[src/rtl/core/dcva_pkg.sv]
`timescale 1ns / 1ps

package dcva_pkg;

    // window and field widths
    localparam int WINDOW_LENGTH = 30;
    localparam int POS_W         = $clog2(WINDOW_LENGTH);
    localparam int SAMPLE_W      = 10;
    localparam int GAIN_W        = 12;
    localparam int SUM_W         = 15;
    localparam int VOLTS_W       = 12;
    localparam int CHARGE_W      = 7;
    // one ring entry holds both samples
    localparam int ENTRY_W       = 2 * SAMPLE_W;

    // scaling: volts = sum * gain / DIVISOR, clamped to VOLTS_MAX
    localparam int PROD_W    = SUM_W + GAIN_W;
    localparam int DIV_W     = 15;
    localparam int RECIP_W   = 13;
    localparam int QE_W      = 13;
    localparam int RPROD_W   = PROD_W + RECIP_W;
    localparam int QD_W      = QE_W + DIV_W;

    localparam logic [DIV_W-1:0]   DIVISOR   = 15'd30609;
    // floor(2^PROD_W / DIVISOR): estimate is exact or one low
    localparam logic [RECIP_W-1:0] RECIP     = 13'd4384;
    localparam logic [VOLTS_W-1:0] VOLTS_MAX = 12'd4095;
    // smallest product whose quotient exceeds VOLTS_MAX
    localparam logic [PROD_W-1:0]  SAT_LIMIT = 27'd125374464;

    // register map, selected by paddr[2]
    localparam int ADDR_W = 3;
    localparam logic REG_MAINS_GAIN   = 1'b0;
    localparam logic REG_BATTERY_GAIN = 1'b1;
    localparam logic [GAIN_W-1:0] MAINS_GAIN_RST   = 12'd1600;
    localparam logic [GAIN_W-1:0] BATTERY_GAIN_RST = 12'd1500;

    // charge ladder, highest step first
    localparam int CHARGE_LEVELS = 10;
    localparam logic [VOLTS_W-1:0] CHARGE_STEP [CHARGE_LEVELS] = '{
        12'd1240, 12'd1235, 12'd1225, 12'd1215, 12'd1195,
        12'd1180, 12'd1165, 12'd1140, 12'd1120, 12'd1080
    };
    localparam logic [CHARGE_W-1:0] CHARGE_PCT [CHARGE_LEVELS] = '{
        7'd100, 7'd90, 7'd80, 7'd70, 7'd60,
        7'd50, 7'd40, 7'd30, 7'd20, 7'd10
    };

    // load strobes of the scaling stages
    typedef struct packed {
        logic ld3;
        logic ld4;
        logic ld5;
        logic ld6;
    } stage_en_t;

    function automatic logic [CHARGE_W-1:0] charge_of(input logic [VOLTS_W-1:0] volts);
        logic [CHARGE_W-1:0] pct;
        pct = '0;
        for (int i = CHARGE_LEVELS - 1; i >= 0; i--) begin
            if (volts > CHARGE_STEP[i]) begin
                pct = CHARGE_PCT[i];
            end
        end
        return pct;
    endfunction

endpackage

[src/rtl/core/dcva_scale.sv]
`timescale 1ns / 1ps

module dcva_scale (
    input  logic                              aclk,
    input  dcva_pkg::stage_en_t               stage_en,
    input  logic [dcva_pkg::SUM_W-1:0]        sum,
    input  logic [dcva_pkg::GAIN_W-1:0]       gain,
    output logic [dcva_pkg::VOLTS_W-1:0]      volts
);

    logic [dcva_pkg::PROD_W-1:0]  prod_reg;
    logic [dcva_pkg::PROD_W-1:0]  p4_reg;
    logic [dcva_pkg::PROD_W-1:0]  p5_reg;
    logic                         sat4_reg;
    logic                         sat5_reg;
    logic [dcva_pkg::QE_W-1:0]    qe4_reg;
    logic [dcva_pkg::QE_W-1:0]    qe5_reg;
    logic [dcva_pkg::QD_W-1:0]    qd_reg;
    logic [dcva_pkg::VOLTS_W-1:0] volts_reg;

    logic [dcva_pkg::PROD_W-1:0]  prod_next;
    logic [dcva_pkg::RPROD_W-1:0] rprod;
    logic [dcva_pkg::QD_W-1:0]    qd_next;
    logic [dcva_pkg::QD_W-1:0]    diff;
    logic [dcva_pkg::QE_W-1:0]    q;
    logic [dcva_pkg::VOLTS_W-1:0] volts_next;

    assign prod_next = dcva_pkg::PROD_W'(sum) * dcva_pkg::PROD_W'(gain);
    // quotient estimate by reciprocal
    assign rprod     = dcva_pkg::RPROD_W'(prod_reg) * dcva_pkg::RPROD_W'(dcva_pkg::RECIP);
    assign qd_next   = dcva_pkg::QD_W'(qe4_reg) * dcva_pkg::QD_W'(dcva_pkg::DIVISOR);
    // remainder stays below twice the divisor: one correction step
    assign diff      = dcva_pkg::QD_W'(p5_reg) - qd_reg;
    assign q         = qe5_reg
                     + dcva_pkg::QE_W'(diff >= dcva_pkg::QD_W'(dcva_pkg::DIVISOR));
    assign volts_next = sat5_reg ? dcva_pkg::VOLTS_MAX : q[dcva_pkg::VOLTS_W-1:0];

    always_ff @(posedge aclk) begin
        if (stage_en.ld3) begin
            prod_reg <= prod_next;
        end
        if (stage_en.ld4) begin
            p4_reg   <= prod_reg;
            sat4_reg <= (prod_reg >= dcva_pkg::SAT_LIMIT);
            qe4_reg  <= rprod[dcva_pkg::RPROD_W-1:dcva_pkg::PROD_W];
        end
        if (stage_en.ld5) begin
            p5_reg   <= p4_reg;
            sat5_reg <= sat4_reg;
            qe5_reg  <= qe4_reg;
            qd_reg   <= qd_next;
        end
        if (stage_en.ld6) begin
            volts_reg <= volts_next;
        end
    end

    assign volts = volts_reg;

endmodule

[src/rtl/core/dual_channel_voltage_averager.sv]
`timescale 1ns / 1ps

// dual-channel sliding-window voltage averager
//
// input stream: one transfer carries a mains and a battery converter sample.
// both go into 30-entry rings at a shared write position; running sums of
// the rings are scaled by the gain registers, divided by 30609 and clamped
// to 4095 (hundredths of a volt). the battery voltage also picks a charge
// estimate from a ten-step ladder. every input transfer yields one output
// transfer carrying mains volts, battery volts and charge percent.
//
// throughput: one transfer per cycle while m_axis_tready stays high. the ring is
// one 20-bit memory; the old entry is read in the accept cycle and written back
// when the item enters the sums stage, and consecutive items never touch the same entry.
// pipeline: an input transfer passes ring read, sum update, multiply, reciprocal
// estimate, divisor product, correction and ladder before m_axis_tvalid rises.
//
// reset: rings read as zero (one valid flag per entry), position and sums
// clear, gains return to 1600 and 1500. when the receiver stalls, the
// pipeline fills its empty stages before s_axis_tready drops; no data lost.
// config port: mains_gain at 0x0, battery_gain at 0x4, write while idle.

module dual_channel_voltage_averager (
    input  logic        aclk,
    input  logic        aresetn,

    input  logic        s_axis_tvalid,
    output logic        s_axis_tready,
    // [9:0] mains_sample, [19:10] battery_sample, [23:20] zero
    input  logic [23:0] s_axis_tdata,

    output logic        m_axis_tvalid,
    input  logic        m_axis_tready,
    // [11:0] mains_volts, [23:12] battery_volts, [30:24] charge_percent, [31] zero
    output logic [31:0] m_axis_tdata,

    input  logic                         psel,
    input  logic                         penable,
    input  logic                         pwrite,
    input  logic [dcva_pkg::ADDR_W-1:0]  paddr,
    input  logic [31:0]                  pwdata,
    output logic [31:0]                  prdata,
    output logic                         pready
);

    // configuration registers
    logic [dcva_pkg::GAIN_W-1:0] mains_gain_reg;
    logic [dcva_pkg::GAIN_W-1:0] battery_gain_reg;
    logic                        cfg_wr;

    // ring memory: battery sample in the upper half
    logic [dcva_pkg::ENTRY_W-1:0] ring_mem [dcva_pkg::WINDOW_LENGTH];
    logic [dcva_pkg::ENTRY_W-1:0] rd_reg;
    logic [dcva_pkg::WINDOW_LENGTH-1:0] entry_valid_reg;

    // write position
    logic [dcva_pkg::POS_W-1:0] pos_reg;
    logic [dcva_pkg::POS_W-1:0] pos_next;

    // stage valids: 1 = ring read, 2 = sums, 3..6 = scaling, out = result
    logic v1_reg, v2_reg, v3_reg, v4_reg, v5_reg, v6_reg, vo_reg;
    logic rdy1, rdy2, rdy3, rdy4, rdy5, rdy6, rdy_o;
    logic ld1, ld2, ld3, ld4, ld5, ld6, ldo;

    // stage 1 payload
    logic [dcva_pkg::SAMPLE_W-1:0] m1_reg;
    logic [dcva_pkg::SAMPLE_W-1:0] b1_reg;
    logic [dcva_pkg::POS_W-1:0]    pos1_reg;
    logic                          old_valid1_reg;

    // running sums
    logic [dcva_pkg::SUM_W-1:0] mains_sum_reg;
    logic [dcva_pkg::SUM_W-1:0] battery_sum_reg;
    logic [dcva_pkg::SUM_W-1:0] mains_sum_next;
    logic [dcva_pkg::SUM_W-1:0] battery_sum_next;
    logic [dcva_pkg::SAMPLE_W-1:0] old_m;
    logic [dcva_pkg::SAMPLE_W-1:0] old_b;

    dcva_pkg::stage_en_t stage_en;
    logic [dcva_pkg::VOLTS_W-1:0] mains_volts6;
    logic [dcva_pkg::VOLTS_W-1:0] battery_volts6;

    // output register
    logic [dcva_pkg::VOLTS_W-1:0]  mains_volts_reg;
    logic [dcva_pkg::VOLTS_W-1:0]  battery_volts_reg;
    logic [dcva_pkg::CHARGE_W-1:0] charge_reg;

    // ---------------------------------------------------------------
    // config port
    // ---------------------------------------------------------------
    assign pready = 1'b1;
    assign cfg_wr = psel & penable & pwrite & pready;

    always_ff @(posedge aclk) begin
        if (!aresetn) begin
            mains_gain_reg   <= dcva_pkg::MAINS_GAIN_RST;
            battery_gain_reg <= dcva_pkg::BATTERY_GAIN_RST;
        end else if (cfg_wr) begin
            case (paddr[2])
                dcva_pkg::REG_MAINS_GAIN:   mains_gain_reg   <= pwdata[dcva_pkg::GAIN_W-1:0];
                dcva_pkg::REG_BATTERY_GAIN: battery_gain_reg <= pwdata[dcva_pkg::GAIN_W-1:0];
                default: ;
            endcase
        end
    end

    always_comb begin
        case (paddr[2])
            dcva_pkg::REG_MAINS_GAIN:   prdata = 32'(mains_gain_reg);
            dcva_pkg::REG_BATTERY_GAIN: prdata = 32'(battery_gain_reg);
            default:                    prdata = '0;
        endcase
    end

    // ---------------------------------------------------------------
    // pipeline flow control: a stage takes new data when empty or moving on
    // ---------------------------------------------------------------
    assign rdy_o = !vo_reg || m_axis_tready;
    assign rdy6  = !v6_reg || rdy_o;
    assign rdy5  = !v5_reg || rdy6;
    assign rdy4  = !v4_reg || rdy5;
    assign rdy3  = !v3_reg || rdy4;
    assign rdy2  = !v2_reg || rdy3;
    assign rdy1  = !v1_reg || rdy2;

    assign s_axis_tready = rdy1;
    assign ld1 = s_axis_tvalid & rdy1;
    assign ld2 = v1_reg & rdy2;
    assign ld3 = v2_reg & rdy3;
    assign ld4 = v3_reg & rdy4;
    assign ld5 = v4_reg & rdy5;
    assign ld6 = v5_reg & rdy6;
    assign ldo = v6_reg & rdy_o;

    assign stage_en = '{ld3: ld3, ld4: ld4, ld5: ld5, ld6: ld6};

    assign pos_next = (pos_reg == dcva_pkg::POS_W'(dcva_pkg::WINDOW_LENGTH - 1))
                    ? '0 : pos_reg + 1'b1;

    always_ff @(posedge aclk) begin
        if (!aresetn) begin
            v1_reg          <= 1'b0;
            v2_reg          <= 1'b0;
            v3_reg          <= 1'b0;
            v4_reg          <= 1'b0;
            v5_reg          <= 1'b0;
            v6_reg          <= 1'b0;
            vo_reg          <= 1'b0;
            pos_reg         <= '0;
            entry_valid_reg <= '0;
            mains_sum_reg   <= '0;
            battery_sum_reg <= '0;
        end else begin
            v1_reg <= ld1 | (v1_reg & !rdy2);
            v2_reg <= ld2 | (v2_reg & !rdy3);
            v3_reg <= ld3 | (v3_reg & !rdy4);
            v4_reg <= ld4 | (v4_reg & !rdy5);
            v5_reg <= ld5 | (v5_reg & !rdy6);
            v6_reg <= ld6 | (v6_reg & !rdy_o);
            vo_reg <= ldo | (vo_reg & !m_axis_tready);
            if (ld1) begin
                pos_reg <= pos_next;
            end
            if (ld2) begin
                entry_valid_reg[pos1_reg] <= 1'b1;
                mains_sum_reg             <= mains_sum_next;
                battery_sum_reg           <= battery_sum_next;
            end
        end
    end

    // ---------------------------------------------------------------
    // ring read in the accept cycle, write-back one stage later
    // ---------------------------------------------------------------
    always_ff @(posedge aclk) begin
        if (ld1) begin
            rd_reg         <= ring_mem[pos_reg];
            old_valid1_reg <= entry_valid_reg[pos_reg];
            m1_reg         <= s_axis_tdata[dcva_pkg::SAMPLE_W-1:0];
            b1_reg         <= s_axis_tdata[dcva_pkg::ENTRY_W-1:dcva_pkg::SAMPLE_W];
            pos1_reg       <= pos_reg;
        end
        if (ld2) begin
            ring_mem[pos1_reg] <= {b1_reg, m1_reg};
        end
    end

    // never-written entries count as zero
    assign old_m = old_valid1_reg ? rd_reg[dcva_pkg::SAMPLE_W-1:0] : '0;
    assign old_b = old_valid1_reg ? rd_reg[dcva_pkg::ENTRY_W-1:dcva_pkg::SAMPLE_W] : '0;

    assign mains_sum_next   = mains_sum_reg - dcva_pkg::SUM_W'(old_m)
                            + dcva_pkg::SUM_W'(m1_reg);
    assign battery_sum_next = battery_sum_reg - dcva_pkg::SUM_W'(old_b)
                            + dcva_pkg::SUM_W'(b1_reg);

    // ---------------------------------------------------------------
    // scaling, one unit per channel
    // ---------------------------------------------------------------
    dcva_scale u_mains_scale (
        .aclk     (aclk),
        .stage_en (stage_en),
        .sum      (mains_sum_reg),
        .gain     (mains_gain_reg),
        .volts    (mains_volts6)
    );

    dcva_scale u_battery_scale (
        .aclk     (aclk),
        .stage_en (stage_en),
        .sum      (battery_sum_reg),
        .gain     (battery_gain_reg),
        .volts    (battery_volts6)
    );

    // ---------------------------------------------------------------
    // charge ladder and output register
    // ---------------------------------------------------------------
    always_ff @(posedge aclk) begin
        if (ldo) begin
            mains_volts_reg   <= mains_volts6;
            battery_volts_reg <= battery_volts6;
            charge_reg        <= dcva_pkg::charge_of(battery_volts6);
        end
    end

    assign m_axis_tvalid = vo_reg;
    assign m_axis_tdata  = {1'b0, charge_reg, battery_volts_reg, mains_volts_reg};

endmodule

[config.mk]
export PLATFORM = sky130hd
export DESIGN_NAME = dual_channel_voltage_averager
export DESIGN_NICKNAME = d
export VERILOG_FILES = /design/src/rtl/core/dcva_pkg.sv /design/src/rtl/core/dcva_scale.sv /design/src/rtl/core/dual_channel_voltage_averager.sv
export SDC_FILE = /design/constraint.sdc
export NUM_CORES = 2
export LEC_CHECK = 0
export ABC_AREA = 1
export BUFFER_PORTS_ARGS = -buffer_cell sky130_fd_sc_hd__buf_2
export CORE_ASPECT_RATIO = 1.75
export CORE_MARGIN = 3
export CORE_UTILIZATION = 55
export DETAILED_ROUTE_END_ITERATION = 10
export HOLD_SLACK_MARGIN = 0.12
export PLACE_DENSITY_LB_ADDON = 0.15
export SKIP_CTS_REPAIR_TIMING = 1
export SLEW_MARGIN = 20
export SYNTH_ARGS = -nofsm -noshare
export SYNTH_HDL_FRONTEND = slang
export SYNTH_SLANG_ARGS = --single-unit
[constraint.sdc]
create_clock -name aclk -period 5.15 [get_ports aclk]
set_input_delay 0.2575 -clock aclk [delete_from_list [all_inputs] [get_ports aclk]]
set_output_delay 0.2575 -clock aclk [all_outputs]
set_load 0.02 [all_outputs]
==> metrics.cfg <==
[global_route]
antenna_found_initial = 14
grt_pass1_wl_um = 281000
grt_use_total = 0.281
overflow = 0
grt_max_degree = 139
grt_pass1_vias = 52200

[route]
wl_per_cell_um = 20.0
drcViolationCount = 0
wirelength_um = 185000
ant_nets = 0
num_vias = 50500
drtPass1Iterations = 5
via_per_inst = 5.48
drt-initial-drc-count = 2778

[logic_synthesis]
async_flop_share = 0
ys_types = 53
ys.flop_type = edfxtp_1
synth_warnings = 0
synth_cells = 7215
synth_seq_cells = 1060
yosysSeqAreaShare = 0.442
synth_edf_count = 964
syn-cell-area_um2 = 69800
postSynthAreaPerCell_um2 = 9.67

[clock_network]
clk-insertion-delay-late_ps = 720
root_buffer = clkbuf_16
cts_tree = built
clockBufferDepth = 3
clock_sinks = 1060
cts_buffers = 95
clk_pin_slew_worst_paths_ps = 60
htreeDepth = 3

[timing]
finalHoldViolCount = 0
setup_viol = 0
tightest_slew_ps = 1110
maxSlewHeadroom = 0.261
fin_ws_ps = 81.3
fmax_ghz = 0.197
finClkSkew_ps = 24.2
tns_ps = 0
period_share = 0.984
fin_crit_ps = 5070
drv_slew = 0
rsz0062_at_grt = yes

[floorplan]
die_h_um = 477
std_cell_rows = 172
die_area_um2 = 131000
chipWidth_um = 275
initial_core_util = 0.555
io_pins = 133
coreArea_um2 = 126000

[power]
clkPwrFrac = 0.191
power.switching_mw = 15.6
swShare = 0.415
cellPowerDensity_nw_per_um2 = 485
p_seq_frac = 0.290
power_leakage_nw = 35.4
p_int_mw = 22.0
ir_worst_vdd_mv = 0.664
power_frac_comb = 0.520

[critical_path]
crit_path_end_kind = flip-flop
cp_slowest_cell = fa_1
start_kind = flip-flop
critPathKind = flip-flop to flip-flop
crit_chain = buf_12 -> buf_4 -> nand2_1 -> inv_1 -> fa_1 -> inv_1 -> fa_1 -> inv_1 -> fa_1 -> fa_1 -> inv_1 -> fa_1 -> inv_1 -> ha_1 -> buf_4 -> nand2_1 -> o21ai_0 -> nand2_1 -> o211a_1 -> nand3_4 -> nand3_1 -> nand2_1 -> xor2_1
crit_arrival_ps = 5540
cpLargestDelayFamily = adder cells
path_buf_inv = 8
max_stage_delay_ps = 550
path_max_fanout = 9
cp_data_required_time_ps = 5620

[placement]
place_ws_ps = -225
routabilityCongestion = 0.956
place.detailed.hpwl_um = 141000
io_buffers = 83

[cells_and_area]
nNetsFinal = 8551
area_growth_pct = 11.1
largest_register_ffs = 600
drive_gt1_frac = 0.0848

[flow_run]
maxCapViolCount = 0

[run_status]
status = finished clean

[worst_hold_path]
min_path_type = primary input to flip-flop

==> cells by family (layout without fill, tap and decap cells) <==
logic type / count (synthesis) / in the layout / share of synthesized area
compound gates: 1110 / 1110 / 0.0900
simple gates: 2278 / 2278 / 0.131
buf+inv: 1615 / 1928 / 0.0897
fa+ha+maj: 1012 / 1012 / 0.229
other cells: 2 / 31 / 0.000108
flops: 1060 / 1060 / 0.442
xor+xnor: 138 / 138 / 0.0173
==> power groups by stage <==
stage,Combinational (mW),Clock (mW),Sequential (mW)
after global placement,18.8,0,11.1
after detailed placement,19.1,0,11.1
after floorplan,13.9,0,10.9
final,19.6,7.17,10.9
after CTS,19.2,7.30,10.9
after global routing,22.1,7.63,10.9
==> final timing paths <==
kind                           startpoint                         end  slack (ps)  cells after the start
hold / removal            s_axis_tdata[2]                   m1_reg[2]         250                      2
hold reg to reg   u_mains_scale.volts[10]         mains_volts_reg[10]         420                      0
setup / recovery        mains_gain_reg[6]  u_mains_scale.prod_reg[25]          80                     23
setup reg to reg        mains_gain_reg[6]  u_mains_scale.prod_reg[25]          80                     23
==> synthesized netlist by cell type, drive strengths merged (7+ instances only) <==
master,n,area [um^2]
a211oi,7,52.6
a21boi,14,105
a21o,16,120
a21oi,303,1520
a31oi,30,188
a32o,8,80.1
buf,79,490
clkbuf,174,653
dfxtp,96,1920
edfxtp,964,28900
fa,442,8850
ha,570,7130
inv,1361,5110
nand2,1302,4910
nand3,210,1060
nand3b,16,120
nand4,51,319
nor2,636,2410
nor3,41,205
nor4,12,75.1
o211ai,23,183
o21a,43,323
o21ai,490,2460
o21bai,20,150
o221ai,32,280
o22ai,105,657
xnor2,58,508
xor2,80,701
==> through the flow <==
stage / power (mW) / utilization / hold slack [ps] / cell area, um^2 / cells
floorplan: 24.9 / - / 356 / 69900 / 7236
CTS: 37.4 / 0.610 / -344 / 76600 / 9144
finish: 37.6 / 0.617 / 251 / 77500 / 9210
detailed placement: 30.2 / 0.585 / 405 / 73500 / 8971
global route: 40.6 / 0.616 / 233 / 77500 / 9205
global placement: 29.9 / 0.585 / 400 / 73500 / 8971
==> cell usage in the layout (no fill, tap or decap), drive strengths merged, types with 12 or more instances in the layout <==
cell type	instances
a21boi	14
a21o	16
a21oi	303
a31oi	30
buf	358
clkbuf	120
clkinv	36
conb	23
dfxtp	96
dlygate4sd3	35
edfxtp	964
fa	442
ha	570
inv	1366
nand2	1302
nand3	210
nand3b	16
nand4	51
nor2	636
nor3	41
nor4	12
o211ai	23
o21a	43
o21ai	490
o21bai	20
o221ai	32
o22ai	105
xnor2	58
xor2	80
==> final cells by class <==
cell class / count / area (um^2)
inverters: 1362 / 5120
flip-flops and latches: 1060 / 30900
fillers: 10700 / 48200
clock buffers: 120 / 2510
repair buffers: 393 / 3070
multi-input cells: 4561 / 33100
diodes: 8 / 20.0
well taps: 1653 / 2070
clock inverters: 53 / 609
==> layer usage <==
layer | wire (um) | vias to the layer above | global-route usage
li1 | - | 24100 | -
met1 | 60000 | 24400 | 0.268
met2 | 105000 | 1445 | 0.560
met3 | 8030 | 547 | 0.0319
met4 | 11500 | 4 | 0.164
met5 | 18 | - | 0
(Power assumes the default switching activity.)
